[src/rtl/leb_pkg.sv]
package leb_pkg;

  localparam int CHAR_W = 8;
  localparam int LEB_CAPACITY = 63;

  // printable range accepted by type
  localparam logic [CHAR_W-1:0] CHAR_LOW = 8'd32;
  localparam logic [CHAR_W-1:0] CHAR_HIGH = 8'd126;

  typedef enum logic [2:0] {
    CMD_TYPE  = 3'd0,
    CMD_ERASE = 3'd1,
    CMD_HOME  = 3'd2,
    CMD_END   = 3'd3,
    CMD_LEFT  = 3'd4,
    CMD_RIGHT = 3'd5,
    CMD_PRINT = 3'd6
  } cmd_t;

endpackage

[src/rtl/line_edit_buffer.sv]
// line edit buffer: one line of text with a cursor, one command per input transfer
//
// input channel (in_valid / in_stall): command, key_char, cursor_mark.
// output channel (out_valid / out_stall): success, has_char, out_char, last.
// a command is taken only while the block is idle; its results leave through an
// output register, so the next command is taken while the last result still waits.
//
// steps per command, from the input transfer to the result register load:
//   home, end, left, right, rejected type or erase, empty print: straight to the result
//   type: a shift of the tail up unless the cursor is at the end, then the key write
//   erase: a shift of the tail down, with nothing to move at the end of the line
//   print: a mark, a read and a character state per stored character, the separator
//   adds no state; each result also waits for the output register
// the steps come from the single text memory: one read and one write a cycle,
// read data registered, so a shift moves one character per cycle and print
// reads one character at a time.
//
// reset empties the line and puts the cursor at zero; the memory is not cleared.
// a stall on the output freezes the result register; a command waits only where it loads
module line_edit_buffer
  import leb_pkg::*;
#(
  parameter int CAPACITY = LEB_CAPACITY
) (
  input  logic              clk,
  input  logic              rst,
  input  logic              in_valid,
  output logic              in_stall,
  input  logic [2:0]        command,
  input  logic [CHAR_W-1:0] key_char,
  input  logic [CHAR_W-1:0] cursor_mark,
  output logic              out_valid,
  input  logic              out_stall,
  output logic              success,
  output logic              has_char,
  output logic [CHAR_W-1:0] out_char,
  output logic              last
);

  // counters hold 0..CAPACITY, memory addresses 0..CAPACITY-1
  localparam int LW = $clog2(CAPACITY + 1);
  localparam int AW = (CAPACITY > 1) ? $clog2(CAPACITY) : 1;

  typedef enum logic [6:0] {
    S_IDLE  = 7'b0000001,
    S_SHIFT = 7'b0000010,
    S_KEY   = 7'b0000100,
    S_RESP  = 7'b0001000,
    S_PMARK = 7'b0010000,
    S_PREAD = 7'b0100000,
    S_PCHAR = 7'b1000000
  } state_t;

  state_t state;

  logic [LW-1:0] len;       // characters stored
  logic [LW-1:0] cur;       // cursor position
  logic [LW-1:0] ptr;       // shift read address, or print position
  logic [LW-1:0] stop;      // last address the shift reads
  logic [LW-1:0] last_ra;   // address read in the previous shift cycle
  logic          rd_more;   // shift still has reads to issue
  logic          pend;      // read data waiting to be written back
  logic          is_ins;    // shift direction: up for type, down for erase
  logic [CHAR_W-1:0] key_reg;
  logic [CHAR_W-1:0] mark_reg;
  logic          res_ok;

  // memory port
  logic              ram_we;
  logic              ram_re;
  logic [LW-1:0]     wa_full;
  logic [LW-1:0]     ra_full;
  logic [CHAR_W-1:0] ram_wdata;
  logic [CHAR_W-1:0] ram_rdata;

  logic out_free;
  logic key_ok;
  logic mark_here;

  leb_text_ram #(
    .DEPTH(CAPACITY),
    .AW   (AW)
  ) u_ram (
    .clk  (clk),
    .we   (ram_we),
    .waddr(wa_full[AW-1:0]),
    .wdata(ram_wdata),
    .re   (ram_re),
    .raddr(ra_full[AW-1:0]),
    .rdata(ram_rdata)
  );

  assign in_stall  = (state != S_IDLE);
  assign out_free  = !out_valid || !out_stall;
  assign key_ok    = (key_char >= CHAR_LOW) && (key_char <= CHAR_HIGH);
  assign mark_here = (ptr == cur) && (mark_reg != '0);

  // memory control: shift reads one address while writing the one read before
  always_comb begin
    ram_we    = 1'b0;
    ram_re    = 1'b0;
    wa_full   = cur;
    ra_full   = ptr;
    ram_wdata = ram_rdata;
    case (state)
      S_SHIFT: begin
        ram_re  = rd_more;
        ram_we  = pend;
        wa_full = is_ins ? (last_ra + LW'(1)) : (last_ra - LW'(1));
      end
      S_KEY: begin
        ram_we    = 1'b1;
        ram_wdata = key_reg;
      end
      S_PREAD: begin
        ram_re = 1'b1;
      end
      default: begin
      end
    endcase
  end

  always_ff @(posedge clk) begin
    if (rst) begin
      state     <= S_IDLE;
      len       <= '0;
      cur       <= '0;
      rd_more   <= 1'b0;
      pend      <= 1'b0;
      out_valid <= 1'b0;
    end else begin
      // result register empties on a transfer, a load below overrides
      if (!out_stall) begin
        out_valid <= 1'b0;
      end

      case (state)
        S_IDLE: begin
          if (in_valid) begin
            key_reg  <= key_char;
            mark_reg <= cursor_mark;
            res_ok   <= 1'b1;
            state    <= S_RESP;
            case (command)
              CMD_TYPE: begin
                if (!key_ok || (len == LW'(CAPACITY))) begin
                  res_ok <= 1'b0;
                end else if (cur == len) begin
                  state <= S_KEY;
                end else begin
                  // move cursor..len-1 up by one, from the top down
                  state   <= S_SHIFT;
                  is_ins  <= 1'b1;
                  ptr     <= len - LW'(1);
                  stop    <= cur;
                  rd_more <= 1'b1;
                  pend    <= 1'b0;
                end
              end
              CMD_ERASE: begin
                if (cur == '0) begin
                  res_ok <= 1'b0;
                end else begin
                  // move cursor..len-1 down by one; nothing to move at the end
                  state   <= S_SHIFT;
                  is_ins  <= 1'b0;
                  ptr     <= cur;
                  stop    <= len - LW'(1);
                  rd_more <= (cur != len);
                  pend    <= 1'b0;
                end
              end
              CMD_HOME: begin
                cur <= '0;
              end
              CMD_END: begin
                cur <= len;
              end
              CMD_LEFT: begin
                if (cur != '0) begin
                  cur <= cur - LW'(1);
                end
              end
              CMD_RIGHT: begin
                if (cur != len) begin
                  cur <= cur + LW'(1);
                end
              end
              CMD_PRINT: begin
                // an empty print gives the same single result as a plain command
                if ((len != '0) || (cursor_mark != '0)) begin
                  state <= S_PMARK;
                  ptr   <= '0;
                end
              end
              default: begin
              end
            endcase
          end
        end

        S_SHIFT: begin
          pend <= rd_more;
          if (rd_more) begin
            last_ra <= ptr;
            if (ptr == stop) begin
              rd_more <= 1'b0;
            end else begin
              ptr <= is_ins ? (ptr - LW'(1)) : (ptr + LW'(1));
            end
          end
          if (!rd_more && !pend) begin
            if (is_ins) begin
              state <= S_KEY;
            end else begin
              len   <= len - LW'(1);
              cur   <= cur - LW'(1);
              state <= S_RESP;
            end
          end
        end

        S_KEY: begin
          len   <= len + LW'(1);
          cur   <= cur + LW'(1);
          state <= S_RESP;
        end

        S_RESP: begin
          if (out_free) begin
            out_valid <= 1'b1;
            success   <= res_ok;
            has_char  <= 1'b0;
            out_char  <= '0;
            last      <= 1'b1;
            state     <= S_IDLE;
          end
        end

        S_PMARK: begin
          if (mark_here) begin
            if (out_free) begin
              out_valid <= 1'b1;
              success   <= 1'b1;
              has_char  <= 1'b1;
              out_char  <= mark_reg;
              last      <= (ptr == len);
              state     <= (ptr == len) ? S_IDLE : S_PREAD;
            end
          end else begin
            state <= (ptr == len) ? S_IDLE : S_PREAD;
          end
        end

        S_PREAD: begin
          state <= S_PCHAR;
        end

        S_PCHAR: begin
          if (out_free) begin
            out_valid <= 1'b1;
            success   <= 1'b1;
            has_char  <= 1'b1;
            out_char  <= ram_rdata;
            // last character is final unless a separator follows at the end
            last      <= ((ptr + LW'(1)) == len) && !((cur == len) && (mark_reg != '0));
            ptr       <= ptr + LW'(1);
            state     <= S_PMARK;
          end
        end

        default: begin
          state <= S_IDLE;
        end
      endcase
    end
  end

  // cursor stays inside the line
  a_cur_in_line: assert property (@(posedge clk) disable iff (rst) cur <= len)
    else $error("cursor beyond end of line");

  // line never grows past the memory
  a_len_cap: assert property (@(posedge clk) disable iff (rst) len <= LW'(CAPACITY))
    else $error("length beyond capacity");

  // the shift never reads the entry it is writing in the same cycle
  a_no_rw_clash: assert property (@(posedge clk) disable iff (rst)
    (ram_we && ram_re) |-> (wa_full != ra_full))
    else $error("read and write at the same address");

  // every accepted command moves the block out of idle in the cycle after it is taken
  a_accept_busy: assert property (@(posedge clk) disable iff (rst)
    (in_valid && !in_stall) |=> (state != S_IDLE))
    else $error("command accepted without work");

  // length moves by at most one per cycle
  a_len_step: assert property (@(posedge clk) disable iff (rst)
    (!$past(rst) && (len != $past(len))) |->
      ((len == $past(len) + LW'(1)) || (len == $past(len) - LW'(1))))
    else $error("length jumped");

endmodule

[src/rtl/leb_text_ram.sv]
module leb_text_ram
  import leb_pkg::*;
#(
  parameter int DEPTH = LEB_CAPACITY,
  parameter int AW = 6
) (
  input  logic              clk,
  input  logic              we,
  input  logic [AW-1:0]     waddr,
  input  logic [CHAR_W-1:0] wdata,
  input  logic              re,
  input  logic [AW-1:0]     raddr,
  output logic [CHAR_W-1:0] rdata
);

  logic [CHAR_W-1:0] mem [DEPTH];

  always_ff @(posedge clk) begin
    if (we) begin
      mem[waddr] <= wdata;
    end
    if (re) begin
      rdata <= mem[raddr];
    end
  end

endmodule

[config.mk]
export PLATFORM = sky130hd
export DESIGN_NAME = line_edit_buffer
export DESIGN_NICKNAME = d
export VERILOG_FILES = /design/src/rtl/leb_pkg.sv /design/src/rtl/line_edit_buffer.sv /design/src/rtl/leb_text_ram.sv
export SDC_FILE = /design/constraint.sdc
export NUM_CORES = 1
export LEC_CHECK = 0
export BUFFER_PORTS_ARGS = -buffer_cell sky130_fd_sc_hd__buf_4
export CAP_MARGIN = 20
export CORE_ASPECT_RATIO = 0.7
export CORE_MARGIN = 3
export CORE_UTILIZATION = 50
export CTS_CLUSTER_DIAMETER = 80
export DETAILED_ROUTE_END_ITERATION = 10
export GPL_TIMING_DRIVEN = 1
export PLACE_DENSITY = 0.78
export SYNTH_ARGS = -nofsm -noshare
export SYNTH_HDL_FRONTEND = slang
export SYNTH_SLANG_ARGS = --single-unit
[constraint.sdc]
create_clock -name clk -period 3.5 [get_ports clk]
set_input_delay 0.525 -clock clk [delete_from_list [all_inputs] [get_ports clk]]
set_output_delay 0.525 -clock clk [all_outputs]
set_load 0.005 [all_outputs]
# [Word-level counts from Yosys, hierarchy flattened]
# Memory sizes are Yosys's and may differ from the RTL's. A register that Yosys moved wholly into a read port is not among the register bits.
# Cells that the tools add are included.
[totals] ff_bits=69 ramBits=504 in_bits=23 output_inout_bits=13 word_cells=195 mem_count=1
[op_classes] n_addsub=8 order_cmp=2 n_eq_ne=43 n_mux=86 bitwise_logic=1 n_reduce_logical=37
[mem_list] name="u_ram.mem" depth=63 word_bits=8 read_ports=1 rd_ports_with_merged_regs=1 wr=1 line_no="leb_text_ram.sv:16" rtl="logic [CHAR_W-1:0] mem [DEPTH];"
[ops] operator="6-bit two-way mux" n=22
[ops] operator="6-bit one-hot mux with 3 select lines" n=3
[ops] operator="7-bit one-hot mux with 7 select lines" n=1
[ops] operator="7-bit two-way mux" n=6
[ops] operator="8-bit two-way mux" n=5
[ops] operator="6-bit equality test" n=5
[ops] operator="1-bit two-way mux" n=27
[ops] operator="6-bit by 1-bit adder with 6-bit output, second input constant" n=4
[ops] operator="2-bit inequality test, second input constant" n=12
[ops] operator="6-bit one-hot mux with 2 select lines" n=2
[ops] operator="6-bit one-hot mux with 4 select lines" n=1
[ops] operator="8-bit one-hot mux with 3 select lines" n=1
[ops] operator="6-bit by 1-bit subtractor with 6-bit output, second input constant" n=4
[ops] operator="3-bit inequality test, second input constant" n=7
[ops] operator="1-bit one-hot mux with 2 select lines" n=9
[ops] operator="8-bit nonzero test" n=2
[ops] operator="5-bit one-hot mux with 3 select lines" n=1
[ops] operator="7-bit AND reduction" n=2
[ops] operator="4-bit two-way mux" n=3
[ops] operator="6-bit AND reduction" n=2
[ops] operator="6-bit nonzero test" n=2
[ops] operator="11-bit AND reduction" n=1
[ops] operator="3-bit equality test, second input constant" n=3
[ops] operator="1-bit one-hot mux with 3 select lines" n=3
[ops] operator="31 further kinds" n=49

# [Logic depth before layout (Yosys ltp)]
# Gate-level depths: netlist of the first run.
[depth] word_depth=8 mapped_depth=12

# [By module]
# Synthesis of the first run repeated with hierarchy kept, for this count alone.
[unflattened] cells_unflattened=1537 hier_area_um2=25002.7
[by_module_without_submodules] mod="leb_text_ram" instances=1 cells_each=951 area_per_inst_um2=19924.1
[by_module_without_submodules] mod="line_edit_buffer" instances=1 cells_each=586 area_per_inst_um2=5078.6

# [Worst setup path before layout of the first run]
# Ideal clock, no wire load.
[synth_timing] path_type="reg2reg" start="register is_ins" end="memory u_ram.mem[32][0] (enable)" setup_ns=0.370 arrival_ns=2.610 required_ns=3.130 slack_ns=0.520 path_stages_with_launch=10 n_path_buf=1 cell_sequence="edfxtp_1 clkbuf_1 inv_1 ha_1 nor2b_1 o21a_1 or3_1 nand2_1 a41oi_1 nor2_1"
[synth_via] elab_chain_cells=2
[synth_lines] element="start: declaration" line_no="line_edit_buffer.sv:63" rtl="logic is_ins;"
[synth_lines] element="start signal: assignment" line_no="line_edit_buffer.sv:153" rtl="is_ins <= 1'b1;"
[synth_lines] element="start signal: assignment" line_no="line_edit_buffer.sv:166" rtl="is_ins <= 1'b0;"
[synth_lines] element="6-bit two-way mux" line_no="line_edit_buffer.sv:109" rtl="wa_full = is_ins ? (last_ra + LW'(1)) : (last_ra - LW'(1));"
[synth_lines] element="6-bit two-way mux" line_no="line_edit_buffer.sv:105" rtl="case (state)"
[synth_lines] element="end: declaration" line_no="leb_text_ram.sv:16"
# No other way between the ends.

# [Worst setup path after layout of the first run]
[layout_timing] start="register is_ins" end="memory u_ram.mem[48][5] (enable)"
# Same word-level chain as after synthesis.

==> flow_results.xml, run 1 <==
<?xml version="1.0" encoding="UTF-8"?>
<metrics>
  <group name="clock_network">
    <metric name="clock-root-buffer" unit="">sky130_fd_sc_hd__clkbuf_16</metric>
    <metric name="tritoncts_clock_tree" unit="">done</metric>
    <metric name="clkLatencyLatePin" unit="ps">600</metric>
    <metric name="cts_setup_buffers" unit="">0</metric>
    <metric name="post_cts_resized" unit="">0</metric>
    <metric name="clock_slew_at_the_register_clock_pins_of_the_worst_setup_and_hold_paths" unit="ps">70</metric>
    <metric name="cts.htree.levels" unit="">2</metric>
    <metric name="cts.sinks" unit="">581</metric>
    <metric name="cts.path.max_buffers" unit="">3</metric>
    <metric name="cts_inserted_buffers" unit="">53</metric>
    <metric name="hold_fix_buffer_count_after_cts" unit="">0</metric>
  </group>
  <group name="setup_path">
    <metric name="timing.critical_path.cells" unit="">inv_1, ha_1, nor2b_1, o21a_1, or3_1, and4_1, a21oi_1, nor2_1, buf_4</metric>
    <metric name="critical_path_required" unit="ps">3850</metric>
    <metric name="critical_path.startpoint_type" unit="">register</metric>
    <metric name="cpPeakStageDelay" unit="ps">680</metric>
    <metric name="end_kind" unit="">register</metric>
    <metric name="slowest_stage" unit="">sky130_fd_sc_hd__a21oi_1</metric>
    <metric name="critical_path_class" unit="">register to register</metric>
    <metric name="path_max_fanout" unit="">8</metric>
    <metric name="arrival" unit="ps">3440</metric>
  </group>
  <group name="final_layout">
    <metric name="final_nets" unit="">1567</metric>
    <metric name="max_ffs_per_register" unit="">504</metric>
    <metric name="final_common_cell" unit="">sky130_fd_sc_hd__edfxtp_1</metric>
    <metric name="final_design_area_no_fill" unit="um2">27900</metric>
    <metric name="drive_above_1_share" unit="">0.260</metric>
    <metric name="synthesis_to_layout_area_growth" unit="%">14.6</metric>
    <metric name="largest_register" unit="">u_ram.mem</metric>
    <metric name="most-common-layout-cells" unit="">sky130_fd_sc_hd__edfxtp_1, sky130_fd_sc_hd__buf_4, sky130_fd_sc_hd__mux4_2</metric>
    <metric name="antennaDiodeCount" unit="">0</metric>
  </group>
  <group name="yosys">
    <metric name="synth.top_cell.area_share" unit="">0.689</metric>
    <metric name="post_synthesis_register_bit_count" unit="">581</metric>
    <metric name="ys_warn_count" unit="">0</metric>
    <metric name="syn-instance-count" unit="">1398</metric>
    <metric name="dominantRegCellSynth" unit="">sky130_fd_sc_hd__edfxtp_1</metric>
    <metric name="synthDominantAreaCellType" unit="">sky130_fd_sc_hd__edfxtp_1</metric>
    <metric name="synth_area_leaders" unit="">sky130_fd_sc_hd__edfxtp_1, sky130_fd_sc_hd__mux4_2, sky130_fd_sc_hd__dfxtp_1, sky130_fd_sc_hd__nor2_1, sky130_fd_sc_hd__nand2_1</metric>
    <metric name="synth.avg_cell_area" unit="um2">17.4</metric>
    <metric name="synth_enable_flop_cells" unit="">559</metric>
    <metric name="mappedNetlistArea" unit="um2">24400</metric>
    <metric name="netlist-cell-type-count" unit="">67</metric>
    <metric name="synth_fp_nets" unit="">1434</metric>
    <metric name="asyncSetResetFlopFracSynth" unit="">0</metric>
    <metric name="synth-seq-area-share" unit="">0.707</metric>
  </group>
  <group name="placed_design">
    <metric name="globalplace.congestion" unit="">0.930</metric>
    <metric name="number_of_buffer_cells_added_on_primary_ports" unit="">35</metric>
    <metric name="placed_cell_area" unit="um2">26200</metric>
    <metric name="preCtsSetupSlack" unit="ps">536</metric>
    <metric name="place.detailed.hpwl" unit="um">37400</metric>
  </group>
  <group name="outcome">
    <metric name="status" unit="">finished, final reports clean</metric>
  </group>
  <group name="floorplanning">
    <metric name="initial_core_util" unit="">0.508</metric>
    <metric name="die_w" unit="um">270</metric>
    <metric name="fp-row-count" unit="">67</metric>
    <metric name="die_y" unit="um">191</metric>
    <metric name="placeableCoreArea" unit="um2">48000</metric>
    <metric name="top_level_ports" unit="">36</metric>
    <metric name="design.die.area" unit="um2">51500</metric>
  </group>
  <group name="sta">
    <metric name="hold_slack" unit="ps">115</metric>
    <metric name="fmaxAchievable" unit="MHz">323</metric>
    <metric name="worst_pin_slew" unit="ps">997</metric>
    <metric name="setup_tns" unit="ps">0</metric>
    <metric name="final.period_utilization" unit="">0.884</metric>
    <metric name="maxSlewViolCount" unit="">0</metric>
    <metric name="max-slew-margin-rel" unit="">0.335</metric>
    <metric name="final_critical_path_setup_slack" unit="ps">407</metric>
    <metric name="finalWorstPathRequiredPeriod" unit="ps">3090</metric>
    <metric name="unrepaired_setup_endpoints_after_global_routing" unit="">false</metric>
    <metric name="hold_viol" unit="">0</metric>
    <metric name="clock_skew" unit="ps">29.6</metric>
    <metric name="setup_viol_count_final" unit="">0</metric>
  </group>
  <group name="detailed_routing">
    <metric name="num_vias" unit="">14009</metric>
    <metric name="via_per_inst" unit="">6.28</metric>
    <metric name="postRouteAntennaNets" unit="">0</metric>
    <metric name="wire_per_inst" unit="um">26.5</metric>
    <metric name="drtPass1Iterations" unit="">5</metric>
    <metric name="post-route-drc-count" unit="">0</metric>
    <metric name="drc_violation_total_after_the_first_tritonroute_iteration" unit="">1812</metric>
    <metric name="route.final.wire_length" unit="um">59000</metric>
  </group>
  <group name="pwr">
    <metric name="p_total" unit="W">0.0151</metric>
    <metric name="internal_power_of_the_cells" unit="W">0.0117</metric>
    <metric name="worst_ir_drop_vdd" unit="V">0.000448</metric>
    <metric name="p_sw_frac" unit="">0.225</metric>
    <metric name="pwr_density_cell" unit="nW/um2">540</metric>
    <metric name="power.share.sequential" unit="">0.509</metric>
    <metric name="net_switching_component_of_the_power" unit="W">0.00340</metric>
    <metric name="static-leakage-power" unit="nW">9.17</metric>
    <metric name="comb_power_share" unit="">0.094</metric>
    <metric name="clock_power_share" unit="">0.397</metric>
  </group>
  <group name="global_routing">
    <metric name="pin_count_of_the_biggest_net_entering_global_routing" unit="">64</metric>
    <metric name="grt_antenna_before_repair" unit="">0</metric>
    <metric name="grt.overflow.total" unit="">0</metric>
    <metric name="grt_first_pass_wirelength" unit="um">89100</metric>
    <metric name="grt.total_usage" unit="">0.232</metric>
    <metric name="grt_pass1_vias" unit="">13623</metric>
  </group>
  <group name="run">
    <metric name="max-cap-violations" unit="">0</metric>
  </group>
  <group name="hold_path">
    <metric name="worst_hold_class" unit="">input port to register</metric>
  </group>
</metrics>
-- layer usage --
layer	routed length, um	global-route usage
met1	23900	0.349
met2	26500	0.341
met3	7550	0.0660
met4	1050	0.0492
met5	0	0
-- worst paths after layout --
path	start	end	slack, ps	cells past startpoint
hold / removal	key_char[0]	key_reg[0]	120	1
hold reg to reg	res_ok	success	550	2
setup / recovery	is_ins	u_ram.mem[48][5]	410	9
setup reg to reg	is_ins	u_ram.mem[48][5]	410	9
-- power by group through the flow --
stage	Combinational, W	Clock (W)	Sequential (W)
after CTS	0.00140	0.00607	0.00767
after global routing	0.00151	0.00636	0.00768
after global placement	0.00135	0	0.00782
final	0.00141	0.00599	0.00768
after detailed placement	0.00139	0	0.00782
after floorplan	0.00101	0	0.00775
-- critical path, delay by kind of cell, from the launching register on --
| kind | cells | cell delay [ps] |
|---|---|---|
| AND/OR/NAND/NOR | 4 | 930 |
| AO/OA/AOI/OAI | 2 | 850 |
| flip-flops | 1 | 380 |
| buffers and inverters | 2 | 370 |
| adder cells (fa/ha/maj) | 1 | 300 |
-- logic make-up (layout without fill, tap and decap cells) --
kind of cell | after synthesis | count (layout) | share of synthesized area
adders and majority gates | 13 | 13 | 0.00698
xor gates and xnor gates | 43 | 43 | 0.0154
muxes | 162 | 162 | 0.143
AOI/OAI and AO/OA | 169 | 169 | 0.0477
DFF | 581 | 581 | 0.707
buffers and inverters | 103 | 280 | 0.0177
and+or+nand+nor | 327 | 327 | 0.0625
-- Yosys cell counts (3+ instances only) --
cell,instances
sky130_fd_sc_hd__a211oi_1,14
sky130_fd_sc_hd__a21oi_1,25
sky130_fd_sc_hd__a221o_1,3
sky130_fd_sc_hd__a22o_1,12
sky130_fd_sc_hd__a22oi_1,8
sky130_fd_sc_hd__a31o_2,3
sky130_fd_sc_hd__a31oi_1,4
sky130_fd_sc_hd__a32oi_1,4
sky130_fd_sc_hd__and2_1,6
sky130_fd_sc_hd__and3_1,9
sky130_fd_sc_hd__buf_1,9
sky130_fd_sc_hd__buf_2,17
sky130_fd_sc_hd__buf_4,4
sky130_fd_sc_hd__clkbuf_1,54
sky130_fd_sc_hd__dfxtp_1,22
sky130_fd_sc_hd__edfxtp_1,559
sky130_fd_sc_hd__ha_1,12
sky130_fd_sc_hd__inv_1,18
sky130_fd_sc_hd__mux2i_1,11
sky130_fd_sc_hd__mux4_2,149
sky130_fd_sc_hd__nand2_1,91
sky130_fd_sc_hd__nand2b_1,7
sky130_fd_sc_hd__nand3_1,20
sky130_fd_sc_hd__nand3b_1,4
sky130_fd_sc_hd__nand4_1,8
sky130_fd_sc_hd__nor2_1,110
sky130_fd_sc_hd__nor2b_1,11
sky130_fd_sc_hd__nor3_1,29
sky130_fd_sc_hd__nor4_1,11
sky130_fd_sc_hd__nor4b_1,5
sky130_fd_sc_hd__o211ai_1,4
sky130_fd_sc_hd__o21a_1,3
sky130_fd_sc_hd__o21ai_0,44
sky130_fd_sc_hd__o22ai_1,7
sky130_fd_sc_hd__o31ai_1,4
sky130_fd_sc_hd__o32ai_1,6
sky130_fd_sc_hd__or3_1,4
sky130_fd_sc_hd__or4_1,4
sky130_fd_sc_hd__xnor2_1,17
sky130_fd_sc_hd__xor2_1,26
-- area by class of cell --
cell class	count	area, um2
Clock inverter	34	417
Multi-Input combinational cell	714	6740
Fill cell	3481	20100
Timing Repair Buffer	163	1300
Tap cell	655	820
Inverter	18	67.6
Clock buffer	65	1370
Sequential cell	581	17200
-- per-stage QoR --
step	std cells	utilization
6_report	2230	0.582
5_1_grt	2230	0.582
4_1_cts	2230	0.582
3_5_place_dp	2131	0.545
3_3_place_gp	2131	0.545
2_1_floorplan	1398	-
Note: power is estimated with default switching activity, not from simulation.
==> run 2, diff against run 1 <==
CELL_PAD_IN_SITES_DETAIL_PLACEMENT = 1   (was not set)
CELL_PAD_IN_SITES_GLOBAL_PLACEMENT = 1   (was not set)
PLACE_DENSITY = 0.86   (was 0.78)
==> run 2 against run 1 <==
  * Via count increased by 3.1%
  * Final area decreased by 0.49%
  * Final cell count decreased by 0.63%
  * Power decreased by 1.3%
  * Register-to-register slack got worse by 40 ps
  * Die area unchanged
  * Clock power decreased by 5.2%
  * Sequential share of layout area increased by 0.31 points
  * Highest routed layer is now met5
==> flow_results.xml, run 2 (same netlist as run 1, synthesis figures left out) <==
<?xml version="1.0" encoding="UTF-8"?>
<metrics>
  <group name="outcome">
    <metric name="status" unit="">finished, final reports clean</metric>
  </group>
  <group name="setup_path">
    <metric name="critical_path_required" unit="ps">3840</metric>
    <metric name="cpPeakStageDelay" unit="ps">720</metric>
    <metric name="critical_path.startpoint_type" unit="">register</metric>
    <metric name="critical_path_class" unit="">register to register</metric>
    <metric name="arrival" unit="ps">3470</metric>
    <metric name="timing.rr.start" unit="">is_ins</metric>
    <metric name="cp_delay_by_family_top" unit="">compound AO/OA/AOI/OAI gates</metric>
    <metric name="slowest_stage" unit="">sky130_fd_sc_hd__a41oi_1</metric>
    <metric name="worstSetupStartpoint" unit="">is_ins</metric>
    <metric name="timing.critical_path.cells" unit="">inv_1, ha_1, nor2b_1, o21a_1, o21ai_0, nand2_1, a41oi_1, nor2_1, buf_4</metric>
    <metric name="end_kind" unit="">register</metric>
    <metric name="path_buf_inv" unit="">2</metric>
    <metric name="path_max_fanout" unit="">8</metric>
  </group>
  <group name="clock_network">
    <metric name="cts_setup_buffers" unit="">0</metric>
    <metric name="post_cts_resized" unit="">0</metric>
    <metric name="clock-root-buffer" unit="">sky130_fd_sc_hd__clkbuf_16</metric>
    <metric name="cts.htree.levels" unit="">2</metric>
    <metric name="cts.path.max_buffers" unit="">3</metric>
    <metric name="hold_fix_buffer_count_after_cts" unit="">0</metric>
    <metric name="cts_inserted_buffers" unit="">53</metric>
    <metric name="cts.sinks" unit="">581</metric>
    <metric name="tritoncts_clock_tree" unit="">done</metric>
    <metric name="clkLatencyLatePin" unit="ps">590</metric>
    <metric name="clock_slew_at_the_register_clock_pins_of_the_worst_setup_and_hold_paths" unit="ps">70</metric>
  </group>
  <group name="global_routing">
    <metric name="pin_count_of_the_biggest_net_entering_global_routing" unit="">64</metric>
    <metric name="grt_pass1_vias" unit="">14854</metric>
    <metric name="grt_first_pass_wirelength" unit="um">101000</metric>
    <metric name="grt.overflow.total" unit="">0</metric>
    <metric name="grt_antenna_before_repair" unit="">3</metric>
    <metric name="grt.total_usage" unit="">0.267</metric>
  </group>
  <group name="final_layout">
    <metric name="final_nets" unit="">1559</metric>
    <metric name="number_of_fillers_in_the_final_layout" unit="">4271</metric>
    <metric name="max_ffs_per_register" unit="">504</metric>
    <metric name="drive_above_1_share" unit="">0.253</metric>
    <metric name="final_common_cell" unit="">sky130_fd_sc_hd__edfxtp_1</metric>
    <metric name="synthesis_to_layout_area_growth" unit="%">14.1</metric>
    <metric name="most-common-layout-cells" unit="">sky130_fd_sc_hd__edfxtp_1, sky130_fd_sc_hd__mux4_2, sky130_fd_sc_hd__buf_4</metric>
    <metric name="largest_register" unit="">u_ram.mem</metric>
    <metric name="antennaDiodeCount" unit="">0</metric>
  </group>
  <group name="sta">
    <metric name="clock_skew" unit="ps">21.7</metric>
    <metric name="hold_viol" unit="">0</metric>
    <metric name="worst_pin_slew" unit="ps">984</metric>
    <metric name="maxSlewViolCount" unit="">0</metric>
    <metric name="unrepaired_setup_endpoints_after_global_routing" unit="">false</metric>
    <metric name="final_critical_path_setup_slack" unit="ps">366</metric>
    <metric name="setup_tns" unit="ps">0</metric>
    <metric name="fmaxAchievable" unit="MHz">319</metric>
    <metric name="setup_viol_count_final" unit="">0</metric>
    <metric name="max-slew-margin-rel" unit="">0.338</metric>
    <metric name="final.period_utilization" unit="">0.895</metric>
    <metric name="finalWorstPathRequiredPeriod" unit="ps">3130</metric>
  </group>
  <group name="hold_path">
    <metric name="worst_hold_class" unit="">input port to register</metric>
    <metric name="hp-start" unit="">key_char[2]</metric>
  </group>
  <group name="floorplanning">
    <metric name="initial_core_util" unit="">0.508</metric>
    <metric name="design.die.area" unit="um2">51500</metric>
    <metric name="top_level_ports" unit="">36</metric>
    <metric name="fp-row-count" unit="">67</metric>
    <metric name="die_y" unit="um">191</metric>
    <metric name="die_w" unit="um">270</metric>
    <metric name="placeableCoreArea" unit="um2">48000</metric>
  </group>
  <group name="detailed_routing">
    <metric name="postRouteAntennaNets" unit="">0</metric>
    <metric name="drc_violation_total_after_the_first_tritonroute_iteration" unit="">1906</metric>
    <metric name="post-route-drc-count" unit="">0</metric>
    <metric name="route.final.wire_length" unit="um">68400</metric>
    <metric name="num_vias" unit="">14450</metric>
    <metric name="drtPass1Iterations" unit="">5</metric>
    <metric name="wire_per_inst" unit="um">30.9</metric>
    <metric name="via_per_inst" unit="">6.52</metric>
  </group>
  <group name="run">
    <metric name="max-cap-violations" unit="">0</metric>
  </group>
  <group name="pwr">
    <metric name="worst_ir_drop_vdd" unit="V">0.000431</metric>
    <metric name="pwr_density_cell" unit="nW/um2">535</metric>
    <metric name="static-leakage-power" unit="nW">9.09</metric>
  </group>
  <group name="placed_design">
    <metric name="place.detailed.hpwl" unit="um">45700</metric>
    <metric name="number_of_buffer_cells_added_on_primary_ports" unit="">35</metric>
    <metric name="preCtsSetupSlack" unit="ps">425</metric>
    <metric name="globalplace.congestion" unit="">0.892</metric>
  </group>
</metrics>
[run 2: cell count changes in the layout (fill, tap and decap cells not counted), sizes merged]
cell	change
buf	-8
clkbuf	+5
clkinv	-4
bufinv	-5
inv	-2
[run 2: where the power goes]
part | internal (W) | total, W | switching (W)
Sequential | 0.00758 | 0.00767 | 0.0000900
Clock | 0.00317 | 0.00568 | 0.00251
Combinational | 0.000641 | 0.00153 | 0.000886
[run 2: cell type report]
cell class / instances / area (um2) / share of cell area
multi-input combinational: 714 / 6740 / 0.242
clock buffer: 70 / 1430 / 0.0515
clock inverter: 23 / 228 / 0.00819
inverter: 18 / 67.6 / 0.00243
tap: 655 / 820 / 0.0295
timing repair buffer: 155 / 1290 / 0.0463
sequential: 581 / 17200 / 0.620
[run 2: final timing paths]
| path | cells after the start | endpoint | slack [ps] |
|---|---|---|---|
| worst max-delay path | 9 | u_ram.mem[6][1] | 370 |
| worst min-delay path | 1 | key_reg[2] | 130 |
| worst max register to register | 9 | u_ram.mem[6][1] | 370 |
| worst min register to register | 2 | success | 540 |
[run 2: per-layer routing]
metal	up-vias	wire length, um	GRT usage
met1	7604	27200	0.375
met5	-	13	0
met3	133	7510	0.0755
li1	5877	-	-
met2	834	32300	0.424
met4	2	1470	0.0556
[run 2: worst register-to-register path: stages, from the launching register on]
cell,delay [ps]
sky130_fd_sc_hd__edfxtp_1,400
sky130_fd_sc_hd__inv_1,150
sky130_fd_sc_hd__ha_1,310
sky130_fd_sc_hd__nor2b_1,150
sky130_fd_sc_hd__o21a_1,180
sky130_fd_sc_hd__o21ai_0,320
sky130_fd_sc_hd__nand2_1,190
sky130_fd_sc_hd__a41oi_1,720
sky130_fd_sc_hd__nor2_1,230
sky130_fd_sc_hd__buf_4,240
[run 2: per-stage QoR]
step	utilization	total power [W]	hold slack (ps)	area [um2]	std cells
2_1_floorplan	-	0.00877	424	24400	1398
4_1_cts	0.579	0.0149	106	27800	2216
3_5_place_dp	0.544	0.00930	528	26100	2123
3_3_place_gp	0.544	0.00923	518	26100	2123
5_1_grt	0.579	0.0153	106	27800	2216
6_report	0.579	0.0149	128	27800	2216
